===== config.mk =====
export PLATFORM = sky130hd
export DESIGN_NAME = slot_claim_ring_queue_flat
export DESIGN_NICKNAME = d
export VERILOG_FILES = /design/src/sv/scrq_pkg.sv /design/src/sv/scrq_if.sv /design/src/sv/scrq_slot_store.sv /design/src/sv/slot_claim_ring_queue.sv /design/src/flat_wrapper.sv
export SDC_FILE = /design/constraint.sdc
export NUM_CORES = 1
export LEC_CHECK = 0
export BUFFER_PORTS_ARGS = -buffer_cell sky130_fd_sc_hd__buf_2
export CORE_MARGIN = 5
export CORE_UTILIZATION = 40
export DETAILED_ROUTE_END_ITERATION = 8
export PLACE_DENSITY = 0.53
export SYNTH_ARGS = -nofsm -noshare
export SYNTH_HDL_FRONTEND = slang
export SYNTH_SLANG_ARGS = --single-unit

===== constraint.sdc =====
create_clock -name clk -period 6.58 [get_ports clk]
set_input_delay 1.974 -clock clk [delete_from_list [all_inputs] [get_ports clk]]
set_output_delay 1.974 -clock clk [all_outputs]
set_load 0.02 [all_outputs]

===== src/sv/scrq_pkg.sv =====
// Shared constants, codes and types of the slot-claim ring queue.
package scrq_pkg;

    // Field widths of the transactions and the configuration register
    localparam int KIND_W = 3;
    localparam int DATA_W = 32;
    localparam int IDX_W  = 4;
    localparam int CNT_W  = 5;
    localparam int CFG_W  = 5;

    // Build defaults
    localparam int DEPTH_DEF      = 16;
    localparam int DATA_WIDTH_DEF = 32;

    localparam logic [CFG_W-1:0] MEMBER_COUNT_RST = 5'd16;

    // Operation codes
    localparam logic [KIND_W-1:0] KIND_CLAIM_TAIL   = 3'd0;
    localparam logic [KIND_W-1:0] KIND_COMMIT_WRITE = 3'd1;
    localparam logic [KIND_W-1:0] KIND_CLAIM_HEAD   = 3'd2;
    localparam logic [KIND_W-1:0] KIND_PEEK_HEAD    = 3'd3;
    localparam logic [KIND_W-1:0] KIND_RELEASE_HEAD = 3'd4;
    localparam logic [KIND_W-1:0] KIND_COUNT_QUERY  = 3'd5;

    // Slot marks
    typedef logic [1:0] mark_t;
    localparam mark_t MARK_FREE    = 2'd0;
    localparam mark_t MARK_FILLED  = 2'd1;
    localparam mark_t MARK_READING = 2'd2;
    localparam mark_t MARK_WRITING = 2'd3;

    // Update request from the control logic to the slot store
    typedef struct packed {
        logic  mark_we;   // write a mark
        logic  at_head;   // mark goes to the head slot, else the tail slot
        mark_t mark;      // new mark
        logic  data_we;   // store the payload into the tail slot
    } slot_wr_t;

    // Marks at the current head and tail, and clearing status
    typedef struct packed {
        mark_t head_mark;
        mark_t tail_mark;
        logic  busy;
    } slot_view_t;

endpackage


===== src/sv/scrq_if.sv =====
// Handshake channels of the slot-claim ring queue: operations in, results out.
interface scrq_op_if;
    logic                          valid;
    logic                          ready;
    logic [scrq_pkg::KIND_W-1:0]   kind;
    logic [scrq_pkg::DATA_W-1:0]   write_data;

    modport source (output valid, output kind, output write_data, input ready);
    modport sink   (input valid, input kind, input write_data, output ready);
endinterface

interface scrq_res_if;
    logic                          valid;
    logic                          ready;
    logic                          ok;
    logic [scrq_pkg::IDX_W-1:0]    slot_index;
    logic [scrq_pkg::DATA_W-1:0]   read_data;
    logic [scrq_pkg::CNT_W-1:0]    item_count;

    modport source (output valid, output ok, output slot_index, output read_data,
                    output item_count, input ready);
    modport sink   (input valid, input ok, input slot_index, input read_data,
                    input item_count, output ready);
endinterface


===== src/sv/scrq_slot_store.sv =====
// Slot mark and payload memories with registered head/tail views and the reset clearing pass.
module scrq_slot_store #(
    parameter  int DEPTH = scrq_pkg::DEPTH_DEF,
    parameter  int SW    = scrq_pkg::DATA_W,
    localparam int PW    = $clog2(DEPTH)
) (
    input  logic                 clk,
    input  logic                 rst_n,
    input  scrq_pkg::slot_wr_t   wr,
    input  logic [PW-1:0]        head_ptr,
    input  logic [PW-1:0]        tail_ptr,
    input  logic [PW-1:0]        head_ptr_next,
    input  logic [PW-1:0]        tail_ptr_next,
    input  logic [SW-1:0]        wr_data,
    output scrq_pkg::slot_view_t view,
    output logic [SW-1:0]        head_data
);
    import scrq_pkg::*;

    mark_t           mark_mem [DEPTH];
    logic [SW-1:0]   data_mem [DEPTH];

    logic            clearing_reg;
    logic [PW-1:0]   clear_addr_reg;
    mark_t           head_mark_reg;
    mark_t           tail_mark_reg;
    logic [SW-1:0]   head_data_reg;

    logic [PW-1:0]   mark_addr;
    logic            mark_we_eff;
    logic [PW-1:0]   mark_waddr;
    mark_t           mark_wval;

    // Mark write port: the clearing pass owns it after reset
    assign mark_addr   = wr.at_head ? head_ptr : tail_ptr;
    assign mark_we_eff = clearing_reg | wr.mark_we;
    assign mark_waddr  = clearing_reg ? clear_addr_reg : mark_addr;
    assign mark_wval   = clearing_reg ? MARK_FREE : wr.mark;

    always_ff @(posedge clk)
    begin
        if (mark_we_eff)
        begin
            mark_mem[mark_waddr] <= mark_wval;
        end
    end

    // Clearing pass, one slot a cycle
    always_ff @(posedge clk or negedge rst_n)
    begin
        if (!rst_n)
        begin
            clearing_reg   <= 1'b1;
            clear_addr_reg <= '0;
        end
        else if (clearing_reg)
        begin
            if (clear_addr_reg == PW'(DEPTH - 1))
            begin
                clearing_reg <= 1'b0;
            end
            else
            begin
                clear_addr_reg <= clear_addr_reg + PW'(1);
            end
        end
    end

    // Registered marks at the next head and tail, forwarding this cycle's write
    always_ff @(posedge clk or negedge rst_n)
    begin
        if (!rst_n)
        begin
            head_mark_reg <= MARK_FREE;
            tail_mark_reg <= MARK_FREE;
        end
        else if (clearing_reg)
        begin
            head_mark_reg <= MARK_FREE;
            tail_mark_reg <= MARK_FREE;
        end
        else
        begin
            head_mark_reg <= (wr.mark_we && mark_addr == head_ptr_next) ? wr.mark
                                                                         : mark_mem[head_ptr_next];
            tail_mark_reg <= (wr.mark_we && mark_addr == tail_ptr_next) ? wr.mark
                                                                         : mark_mem[tail_ptr_next];
        end
    end

    // Payload memory: written at the tail on commit, read at the next head
    always_ff @(posedge clk)
    begin
        if (wr.data_we)
        begin
            data_mem[tail_ptr] <= wr_data;
        end
        head_data_reg <= (wr.data_we && tail_ptr == head_ptr_next) ? wr_data
                                                                   : data_mem[head_ptr_next];
    end

    assign view.head_mark = head_mark_reg;
    assign view.tail_mark = tail_mark_reg;
    assign view.busy      = clearing_reg;
    assign head_data      = head_data_reg;

endmodule


===== src/sv/slot_claim_ring_queue.sv =====
// Top level of the slot-claim ring queue: handshakes, pointers, count and operation decode.
//
//   channel  dir  transaction                     handshake
//   op       in   kind, write_data                op.valid & op.ready
//   res      out  ok, slot_index, read_data,      res.valid & res.ready
//                 item_count
//   cfg      in   member_count                    cfg_wr_en
//
// One operation per cycle while results are taken; each transaction passes through the
// input register, then the result register, and its result is set by the single read of
// the registered head/tail slot views. After reset the slot marks are cleared, during
// which op.ready is low. A stalled result holds the result register and, through it,
// the input register; op.ready follows res.ready.
module slot_claim_ring_queue #(
    parameter int DEPTH      = scrq_pkg::DEPTH_DEF,
    parameter int DATA_WIDTH = scrq_pkg::DATA_WIDTH_DEF
) (
    input  logic                        clk,
    input  logic                        rst_n,
    input  logic                        cfg_wr_en,
    input  logic [scrq_pkg::CFG_W-1:0]  cfg_wr_data,
    scrq_op_if.sink                     op,
    scrq_res_if.source                  res
);
    import scrq_pkg::*;

    localparam int PW = $clog2(DEPTH);
    localparam int CW = $clog2(DEPTH + 1);
    localparam int RW = (CW > CFG_W) ? CW : CFG_W;
    localparam int SW = (DATA_WIDTH < DATA_W) ? DATA_WIDTH : DATA_W;

    logic [CFG_W-1:0]  member_count_reg;
    logic              s1_valid_reg;
    logic [KIND_W-1:0] s1_kind_reg;
    logic [DATA_W-1:0] s1_data_reg;
    logic [PW-1:0]     head_reg;
    logic [PW-1:0]     tail_reg;
    logic [CW-1:0]     count_reg;
    logic              res_valid_reg;
    logic              res_ok_reg;
    logic [IDX_W-1:0]  res_index_reg;
    logic [DATA_W-1:0] res_data_reg;
    logic [CNT_W-1:0]  res_count_reg;

    logic [PW-1:0]     head_next;
    logic [PW-1:0]     tail_next;
    logic [CW-1:0]     count_next;

    slot_wr_t          wr;
    slot_view_t        view;
    logic [SW-1:0]     head_data;

    logic              accept;
    logic              exec;
    logic [RW-1:0]     mc_w;
    logic [RW-1:0]     ring_size;
    logic [RW-1:0]     head_inc;
    logic [RW-1:0]     tail_inc;
    logic [PW-1:0]     head_adv;
    logic [PW-1:0]     tail_adv;
    logic              ok;
    logic              idx_head;
    logic              idx_zero;
    logic              give_data;
    logic [PW-1:0]     idx_ptr;
    logic [SW-1:0]     rdata;
    logic [PW+IDX_W-1:0]  idx_wide;
    logic [SW+DATA_W-1:0] rdata_wide;
    logic [CW+CNT_W-1:0]  cnt_wide;

    // Handshake
    assign exec     = s1_valid_reg && (!res_valid_reg || res.ready);
    assign op.ready = !view.busy && (!s1_valid_reg || exec);
    assign accept   = op.valid && op.ready;

    // Ring size clamped to 1..DEPTH, pointer advance with wrap by compare
    assign mc_w      = RW'(member_count_reg);
    assign ring_size = (mc_w == '0) ? RW'(1)
                     : ((mc_w > RW'(DEPTH)) ? RW'(DEPTH) : mc_w);
    assign head_inc  = RW'(head_reg) + RW'(1);
    assign tail_inc  = RW'(tail_reg) + RW'(1);
    assign head_adv  = (head_inc >= ring_size) ? '0 : head_inc[PW-1:0];
    assign tail_adv  = (tail_inc >= ring_size) ? '0 : tail_inc[PW-1:0];

    // Operation decode against the marks at head and tail
    always_comb
    begin
        ok         = 1'b0;
        idx_head   = 1'b0;
        idx_zero   = 1'b0;
        give_data  = 1'b0;
        wr         = '0;
        head_next  = head_reg;
        tail_next  = tail_reg;
        count_next = count_reg;
        case (s1_kind_reg)
            KIND_CLAIM_TAIL:
            begin
                if (view.tail_mark == MARK_FREE)
                begin
                    ok         = 1'b1;
                    wr.mark_we = 1'b1;
                    wr.mark    = MARK_WRITING;
                end
            end
            KIND_COMMIT_WRITE:
            begin
                if (view.tail_mark == MARK_WRITING)
                begin
                    ok         = 1'b1;
                    wr.mark_we = 1'b1;
                    wr.mark    = MARK_FILLED;
                    wr.data_we = 1'b1;
                    tail_next  = tail_adv;
                    if (count_reg < CW'(DEPTH))
                    begin
                        count_next = count_reg + CW'(1);
                    end
                end
            end
            KIND_CLAIM_HEAD,
            KIND_PEEK_HEAD:
            begin
                idx_head = 1'b1;
                if (view.head_mark == MARK_FILLED)
                begin
                    ok        = 1'b1;
                    give_data = 1'b1;
                    if (s1_kind_reg == KIND_CLAIM_HEAD)
                    begin
                        wr.mark_we = 1'b1;
                        wr.at_head = 1'b1;
                        wr.mark    = MARK_READING;
                    end
                end
            end
            KIND_RELEASE_HEAD:
            begin
                idx_head = 1'b1;
                if (view.head_mark == MARK_READING)
                begin
                    ok         = 1'b1;
                    wr.mark_we = 1'b1;
                    wr.at_head = 1'b1;
                    wr.mark    = MARK_FREE;
                    head_next  = head_adv;
                    if (count_reg != '0)
                    begin
                        count_next = count_reg - CW'(1);
                    end
                end
            end
            KIND_COUNT_QUERY:
            begin
                ok       = 1'b1;
                idx_zero = 1'b1;
            end
            default:
            begin
                idx_zero = 1'b1;
            end
        endcase
        if (!exec)
        begin
            wr         = '0;
            head_next  = head_reg;
            tail_next  = tail_reg;
            count_next = count_reg;
        end
    end

    // Result fields, widened or cut to the port widths
    assign idx_ptr    = idx_zero ? '0 : (idx_head ? head_reg : tail_reg);
    assign rdata      = give_data ? head_data : '0;
    assign idx_wide   = {{IDX_W{1'b0}}, idx_ptr};
    assign rdata_wide = {{DATA_W{1'b0}}, rdata};
    assign cnt_wide   = {{CNT_W{1'b0}}, count_next};

    scrq_slot_store #(
        .DEPTH (DEPTH),
        .SW    (SW)
    ) u_store (
        .clk           (clk),
        .rst_n         (rst_n),
        .wr            (wr),
        .head_ptr      (head_reg),
        .tail_ptr      (tail_reg),
        .head_ptr_next (head_next),
        .tail_ptr_next (tail_next),
        .wr_data       (s1_data_reg[SW-1:0]),
        .view          (view),
        .head_data     (head_data)
    );

    // Configuration register
    always_ff @(posedge clk or negedge rst_n)
    begin
        if (!rst_n)
        begin
            member_count_reg <= MEMBER_COUNT_RST;
        end
        else if (cfg_wr_en)
        begin
            member_count_reg <= cfg_wr_data;
        end
    end

    // Input register
    always_ff @(posedge clk or negedge rst_n)
    begin
        if (!rst_n)
        begin
            s1_valid_reg <= 1'b0;
        end
        else if (accept)
        begin
            s1_valid_reg <= 1'b1;
        end
        else if (exec)
        begin
            s1_valid_reg <= 1'b0;
        end
    end

    always_ff @(posedge clk)
    begin
        if (accept)
        begin
            s1_kind_reg <= op.kind;
            s1_data_reg <= op.write_data;
        end
    end

    // Queue pointers and count
    always_ff @(posedge clk or negedge rst_n)
    begin
        if (!rst_n)
        begin
            head_reg  <= '0;
            tail_reg  <= '0;
            count_reg <= '0;
        end
        else
        begin
            head_reg  <= head_next;
            tail_reg  <= tail_next;
            count_reg <= count_next;
        end
    end

    // Result register
    always_ff @(posedge clk or negedge rst_n)
    begin
        if (!rst_n)
        begin
            res_valid_reg <= 1'b0;
        end
        else if (exec)
        begin
            res_valid_reg <= 1'b1;
        end
        else if (res.ready)
        begin
            res_valid_reg <= 1'b0;
        end
    end

    always_ff @(posedge clk)
    begin
        if (exec)
        begin
            res_ok_reg    <= ok;
            res_index_reg <= idx_wide[IDX_W-1:0];
            res_data_reg  <= rdata_wide[DATA_W-1:0];
            res_count_reg <= cnt_wide[CNT_W-1:0];
        end
    end

    assign res.valid      = res_valid_reg;
    assign res.ok         = res_ok_reg;
    assign res.slot_index = res_index_reg;
    assign res.read_data  = res_data_reg;
    assign res.item_count = res_count_reg;

endmodule

===== src/flat_wrapper.sv =====
// flat-port wrapper written by rule: the top's interface ports become plain ports
module slot_claim_ring_queue_flat import scrq_pkg::*;
#(
    parameter int DEPTH      = scrq_pkg::DEPTH_DEF,
    parameter int DATA_WIDTH = scrq_pkg::DATA_WIDTH_DEF
)
  (clk, rst_n, cfg_wr_en, cfg_wr_data, op_valid, op_kind, op_write_data, op_ready, res_valid, res_ok, res_slot_index, res_read_data, res_item_count, res_ready);
  scrq_op_if op_i ();
  scrq_res_if res_i ();
  input  logic clk;
  input  logic rst_n;
  input  logic cfg_wr_en;
  input  logic [scrq_pkg::CFG_W-1:0] cfg_wr_data;
  input wire logic [$bits(op_i.valid)-1:0] op_valid;
  input wire logic [$bits(op_i.kind)-1:0] op_kind;
  input wire logic [$bits(op_i.write_data)-1:0] op_write_data;
  output wire logic [$bits(op_i.ready)-1:0] op_ready;
  output wire logic [$bits(res_i.valid)-1:0] res_valid;
  output wire logic [$bits(res_i.ok)-1:0] res_ok;
  output wire logic [$bits(res_i.slot_index)-1:0] res_slot_index;
  output wire logic [$bits(res_i.read_data)-1:0] res_read_data;
  output wire logic [$bits(res_i.item_count)-1:0] res_item_count;
  input wire logic [$bits(res_i.ready)-1:0] res_ready;
  assign op_i.valid = op_valid;
  assign op_i.kind = op_kind;
  assign op_i.write_data = op_write_data;
  assign op_ready = op_i.ready;
  assign res_valid = res_i.valid;
  assign res_ok = res_i.ok;
  assign res_slot_index = res_i.slot_index;
  assign res_read_data = res_i.read_data;
  assign res_item_count = res_i.item_count;
  assign res_i.ready = res_ready;
  slot_claim_ring_queue #(.DEPTH(DEPTH), .DATA_WIDTH(DATA_WIDTH)) u_core (.clk(clk), .rst_n(rst_n), .cfg_wr_en(cfg_wr_en), .cfg_wr_data(cfg_wr_data), .op(op_i), .res(res_i));
endmodule

# Word level (Yosys, flattened, before mapping)
# Memories as Yosys holds them, arrays and structs flattened. A register that Yosys moved wholly into a read port is not among the register bits.
# Index checks and enable logic that the tools add are counted.
totals:
  input_bits: 45
  mem_bits_rw: 544
  n_memories: 2
  reg_bits: 106
  wordCells: 111
  output_inout_bits: 44
mem_list:
  columns: ["name", "words", "word_bits", "rd", "rd_clocked_by_memory_dff", "wr", "line", "text"]
  rows:
  - ["u_core.u_store.data_mem", 16, 32, 1, 1, 1, "scrq_slot_store.sv:21", "logic [SW-1:0] data_mem [DEPTH];"]
  - ["u_core.u_store.mark_mem", 16, 2, 2, 0, 1, "scrq_slot_store.sv:20", "mark_t mark_mem [DEPTH];"]
classes:
  add_sub_neg: 5
  eq_ne: 11
  reduce_logical: 20
  order_cmp: 4
  muxes: 51
  n_bitwise: 2
ops:
  columns: ["op", "count"]
  rows:
  - ["4-bit two-way mux", 14]
  - ["5-bit two-way mux", 8]
  - ["1-bit two-way mux", 17]
  - ["2-bit two-way mux", 7]
  - ["4-bit by 1-bit adder with 5-bit output, second input constant", 2]
  - ["5-bit greater-or-equal comparator", 2]
  - ["5-bit case mux with 2 select lines", 1]
  - ["4-bit == test", 2]
  - ["2-bit case mux with 4 select lines", 1]
  - ["3-bit by 2-bit == test with 1-bit output, second input constant", 2]
  - ["3-bit == test, second input constant", 2]
  - ["5-bit by 1-bit adder with 5-bit output, second input constant", 1]
  - ["5-bit > comparator, second input constant", 1]
  - ["1-bit logical AND", 5]
  - ["5-bit zero test", 1]
  - ["5-bit < comparator, second input constant", 1]
  - ["1-bit case mux with 5 select lines", 1]
  - ["5-bit nonzero test", 1]
  - ["5-bit OR reduction", 1]
  - ["5-bit by 1-bit subtractor with 5-bit output, second input constant", 1]
  - ["4-bit by 1-bit adder with 4-bit output, second input constant", 1]
  - ["2-bit == test, second input constant", 2]
  - ["4-bit == test, second input constant", 1]
  - ["1-bit case mux with 4 select lines", 1]
  - ["other kinds (13)", 17]

# Longest topological paths before layout
depth:
  word_depth: 12
  depth_mapped: 14
  depth_no_buf: 14

# Hierarchy
# From an unflattened synthesis, not the netlist that was laid out.
unflattened:
  hier_cells: 1192
  area_unflattened_um2: 25809.8
modules_own_cells:
  columns: ["module", "cells_each", "n_inst", "area_per_inst_um2", "seq_area_each_um2"]
  rows:
  - ["scrq_slot_store", 897, 1, 21704.6, 16642.2]
  - ["slot_claim_ring_queue", 295, 1, 4105.2, 2813.9]

# Worst setup path after synthesis
# No wires, ideal clock.
synth_timing:
  kind: "input-to-reg"
  start: "in res_ready"
  end: "mem u_core.u_store.data_mem[1][0] in the netlist's numbering, enable pin"
  path_buffers: 1
  arrival_ns: 5.699
  slack_ns: 0.380
  setup_ns: 0.502
  path_stages: 4
  required_ns: 6.078
  cell_sequence: "nand2b_1 -> nand4_1 -> clkbuf_1 -> nor4_1"
synth_between:
  elab_chain_len: 5
synth_lines:
  columns: ["item", "line", "text"]
  rows:
  - ["start, declared", "flat_wrapper.sv:23", "input wire logic [$bits(res_i.ready)-1:0] res_ready;"]
  - ["1-bit logical OR", "slot_claim_ring_queue.sv:72", "assign exec = s1_valid_reg && (!res_valid_reg || res.ready);"]
  - ["1-bit logical AND", "slot_claim_ring_queue.sv:72", null]
  - ["5-bit two-way mux", "slot_claim_ring_queue.sv:163", "if (!exec)"]
  - ["1-bit two-way mux", "scrq_slot_store.sv:94", "if (wr.data_we)"]
  - ["1-bit two-way mux (not written as such)", "scrq_slot_store.sv:96", "data_mem[tail_ptr] <= wr_data;"]
  - ["end, declared", "scrq_slot_store.sv:21", null]
# No other way between the ends.

# Final worst setup path
layout_timing:
  start: "in res_ready"
  end: "out op_ready"
layout_between:
  elab_chain_len: 4
layout_lines:
  columns: ["item", "line", "text"]
  rows:
  - ["1-bit logical OR", "slot_claim_ring_queue.sv:72", null]
  - ["1-bit logical AND", "slot_claim_ring_queue.sv:72", null]
  - ["1-bit logical OR", "slot_claim_ring_queue.sv:73", "assign op.ready = !view.busy && (!s1_valid_reg || exec);"]
  - ["1-bit logical AND", "slot_claim_ring_queue.sv:73", null]
  - ["end, declared", "flat_wrapper.sv:17", "output wire logic [$bits(op_i.ready)-1:0] op_ready;"]
# No other way between the ends.

==> impl_metrics.json <==
{
  "grt_antenna_before_repair": 0,
  "ys_ff_latch": 654,
  "dieArea_um2": 70900,
  "grt_overflow": 0,
  "max_cap_viol_count": 0,
  "grt_pass1_vias": 13700,
  "hold_class": "flop to flop",
  "synth_top_family_by_area": "multiplexers",
  "use_met3_pct": 3.41,
  "period_minus_slack_ps": 4710,
  "vias": 13000,
  "drv_slew": 0,
  "dpl.cell_count": 2240,
  "finalClockSkew_ps": 27.3,
  "drive_above_1_share_pct": 29.4,
  "layout_common_cells": "edfxtp_1 (621), mux4_2 (160), buf_2 (88)",
  "vdd_drop_max_v": 0.000218,
  "setup_violations": 0,
  "die_w_um": 266,
  "pwr_density_cell_nw_per_um2": 324,
  "worst-path-max-fanout": 3,
  "grt_usage_pct": 16.5,
  "synthFlopType": "edfxtp_1",
  "dpl.hpwl_um": 34200,
  "power_frac_comb_pct": 11.2,
  "ant_nets": 0,
  "final_common_cell": "edfxtp_1",
  "status": "completed",
  "ctsRootBufferMaster": "clkbuf_16",
  "largest_register_ffs": 512,
  "initial_utilization_pct": 40.1,
  "top_usage_layer": "met2",
  "grt_max_degree": 96,
  "h-tree-depth": 3,
  "syn-cell-area_um2": 26300,
  "postSynth.asyncResetShare_pct": 4.43,
  "synth_compound_area_share_pct": 3.17,
  "start_kind": "input port",
  "p_switching_uw": 2400,
  "port_buffers": 88,
  "internal-power_uw": 7370,
  "ios": 89,
  "cts_buffers": 71,
  "synth_cells": 1322,
  "rsz0062_at_grt": "no",
  "largest-register": "u_core.u_store.data_mem",
  "yosys.area_share.xor_xnor_pct": 0.400,
  "grt_pass1_wl_um": 88200,
  "area_delta_synth_final_pct": 14.7,
  "yosys.area_share.simple_pct": 4.95,
  "final_area_um2": 30200,
  "fillers": 5506,
  "die_h_um": 266,
  "synth_warnings": 0,
  "switching_share_pct": 24.6,
  "fin_tns_setup_ps": 0,
  "n_antenna_cell": 0,
  "critPathArrivalTime_ps": 2740,
  "grt_use_met2_pct": 26.8,
  "synth-edff-count": 621,
  "fmax_ghz": 0.212,
  "worst_slew_pin_slew_ps": 1120,
  "core_um2": 65500,
  "hold_viol": 0,
  "clockBufferDepth": 3,
  "via_per_inst": 5.47,
  "critPathCaptureType": "primary output",
  "place_area_um2": 27900,
  "ys_seq_area_share_pct": 74.0,
  "wl_um": 58300,
  "cts_tree": "yes",
  "p_leak_uw": 0.00966,
  "critical_path_class": "input port to primary output",
  "drc": 0,
  "ys_types": 78,
  "path_clk_slew_ps": 60,
  "syn_nets": 1385,
  "cts_hold_buf": 0,
  "post_cts_resized": 0,
  "cp.required_ps": 4610,
  "avgSynthCellArea_um2": 19.9,
  "drtIter0Drc": 1105,
  "cts.sinks": 654,
  "post-cts-setup-buffer-count": 0,
  "gp_congestion": 0.849,
  "rows": 94,
  "clock_power_share_pct": 39.2,
  "slew-limit-headroom_pct": 25.0,
  "final_cells": 2369,
  "finalCritPeriodShare_pct": 71.6,
  "muxShareOfSynthArea_pct": 15.2,
  "nets": 1512,
  "clk_latency_ps": 610,
  "pwr-share-seq_pct": 49.6,
  "first_pass_iters": 5,
  "post_drt_wl_per_cell_um": 24.6,
  "synthAdderAreaFrac_pct": 0.857,
  "grtUsageMet1_pct": 23.2
}
## layout make-up
type | count | area [um2] | area share [%]
Multi-Input combinational cell | 580 | 6580 | 21.8
Sequential cell | 654 | 19500 | 64.6
Timing Repair Buffer | 118 | 703 | 2.33
Tap cell | 864 | 1080 | 3.59
Inverter | 24 | 90.1 | 0.299
Clock inverter | 43 | 380 | 1.26
Clock buffer | 86 | 1850 | 6.15
## stage by stage
| stage | power (uW) | setup slack (ps) | utilization [%] | hold slack (ps) |
|---|---|---|---|---|
| final | 9770 | 1870 | 46.0 | 523 |
| after detailed placement | 6040 | 1790 | 42.6 | 514 |
| after global routing | 10200 | 1820 | 46.0 | 530 |
| after global placement | 6030 | 1800 | 42.6 | 500 |
| after floorplan | 5700 | 380 | - | 481 |
| after CTS | 9910 | 1860 | 46.0 | 528 |
## power groups by stage
stage	logic [uW]	clock network [uW]	registers (uW)
floorplan	826	0	4880
global placement	1100	0	4930
detailed placement	1110	0	4940
CTS	1110	3950	4850
global route	1190	4130	4870
finish	1090	3830	4850
## worst paths after layout
check / startpoint / end / slack (ps) / depth (start not counted)
worst max-delay path: res_ready / op_ready / 1870 / 4
worst min-delay path: u_core.mc_w[0] / u_core.mc_w[0] / 520 / 1
worst max register to register: u_core.tail_reg[0] / u_core.u_store.tail_mark_reg[1] / 2250 / 13
worst min register to register: u_core.mc_w[0] / u_core.mc_w[0] / 520 / 1
max in group asynchronous: rst_n / u_core.head_reg[2] / 4690 / 1
min in group asynchronous: rst_n / u_core.s1_valid_reg / 1430 / 1
## critical path: stages
cell and delay [ps]:
buf_2 100, nor2b_1 320, a21oi_1 150, buf_2 190
## layer usage
layer  vias to the layer above  wire, um  part of all wire [%]
li1                       5707         -                     -
met1                      6818     25700                    44
met2                       365     28300                    49
met3                        60      3410                   5.8
met4                         0       874                   1.5
met5                         -         0                     0
## cell usage after synthesis, types with 13 or more instances
| library cell | n | area, um2 |
|---|---|---|
| a21oi_1 | 13 | 65.1 |
| buf_1 | 15 | 56.3 |
| clkbuf_1 | 40 | 150 |
| dfrtp_1 | 27 | 676 |
| edfxtp_1 | 621 | 18600 |
| ha_1 | 18 | 225 |
| inv_1 | 22 | 82.6 |
| mux2_2 | 20 | 225 |
| mux2i_1 | 13 | 130 |
| mux4_2 | 160 | 3600 |
| nand2_1 | 63 | 236 |
| nand3_1 | 25 | 125 |
| nor2_1 | 40 | 150 |
| nor2b_1 | 45 | 282 |
| nor3_1 | 15 | 75.1 |
| o21ai_0 | 25 | 125 |
## cell families after synthesis
group,Yosys count
muxes,196
xor gates and xnor gates,12
and+or+nand+nor,243
adders and majority gates,18
DFF,654
AOI/OAI and AO/OA,111
buffers and inverters,88
Power figures use the tool's default switching activity.
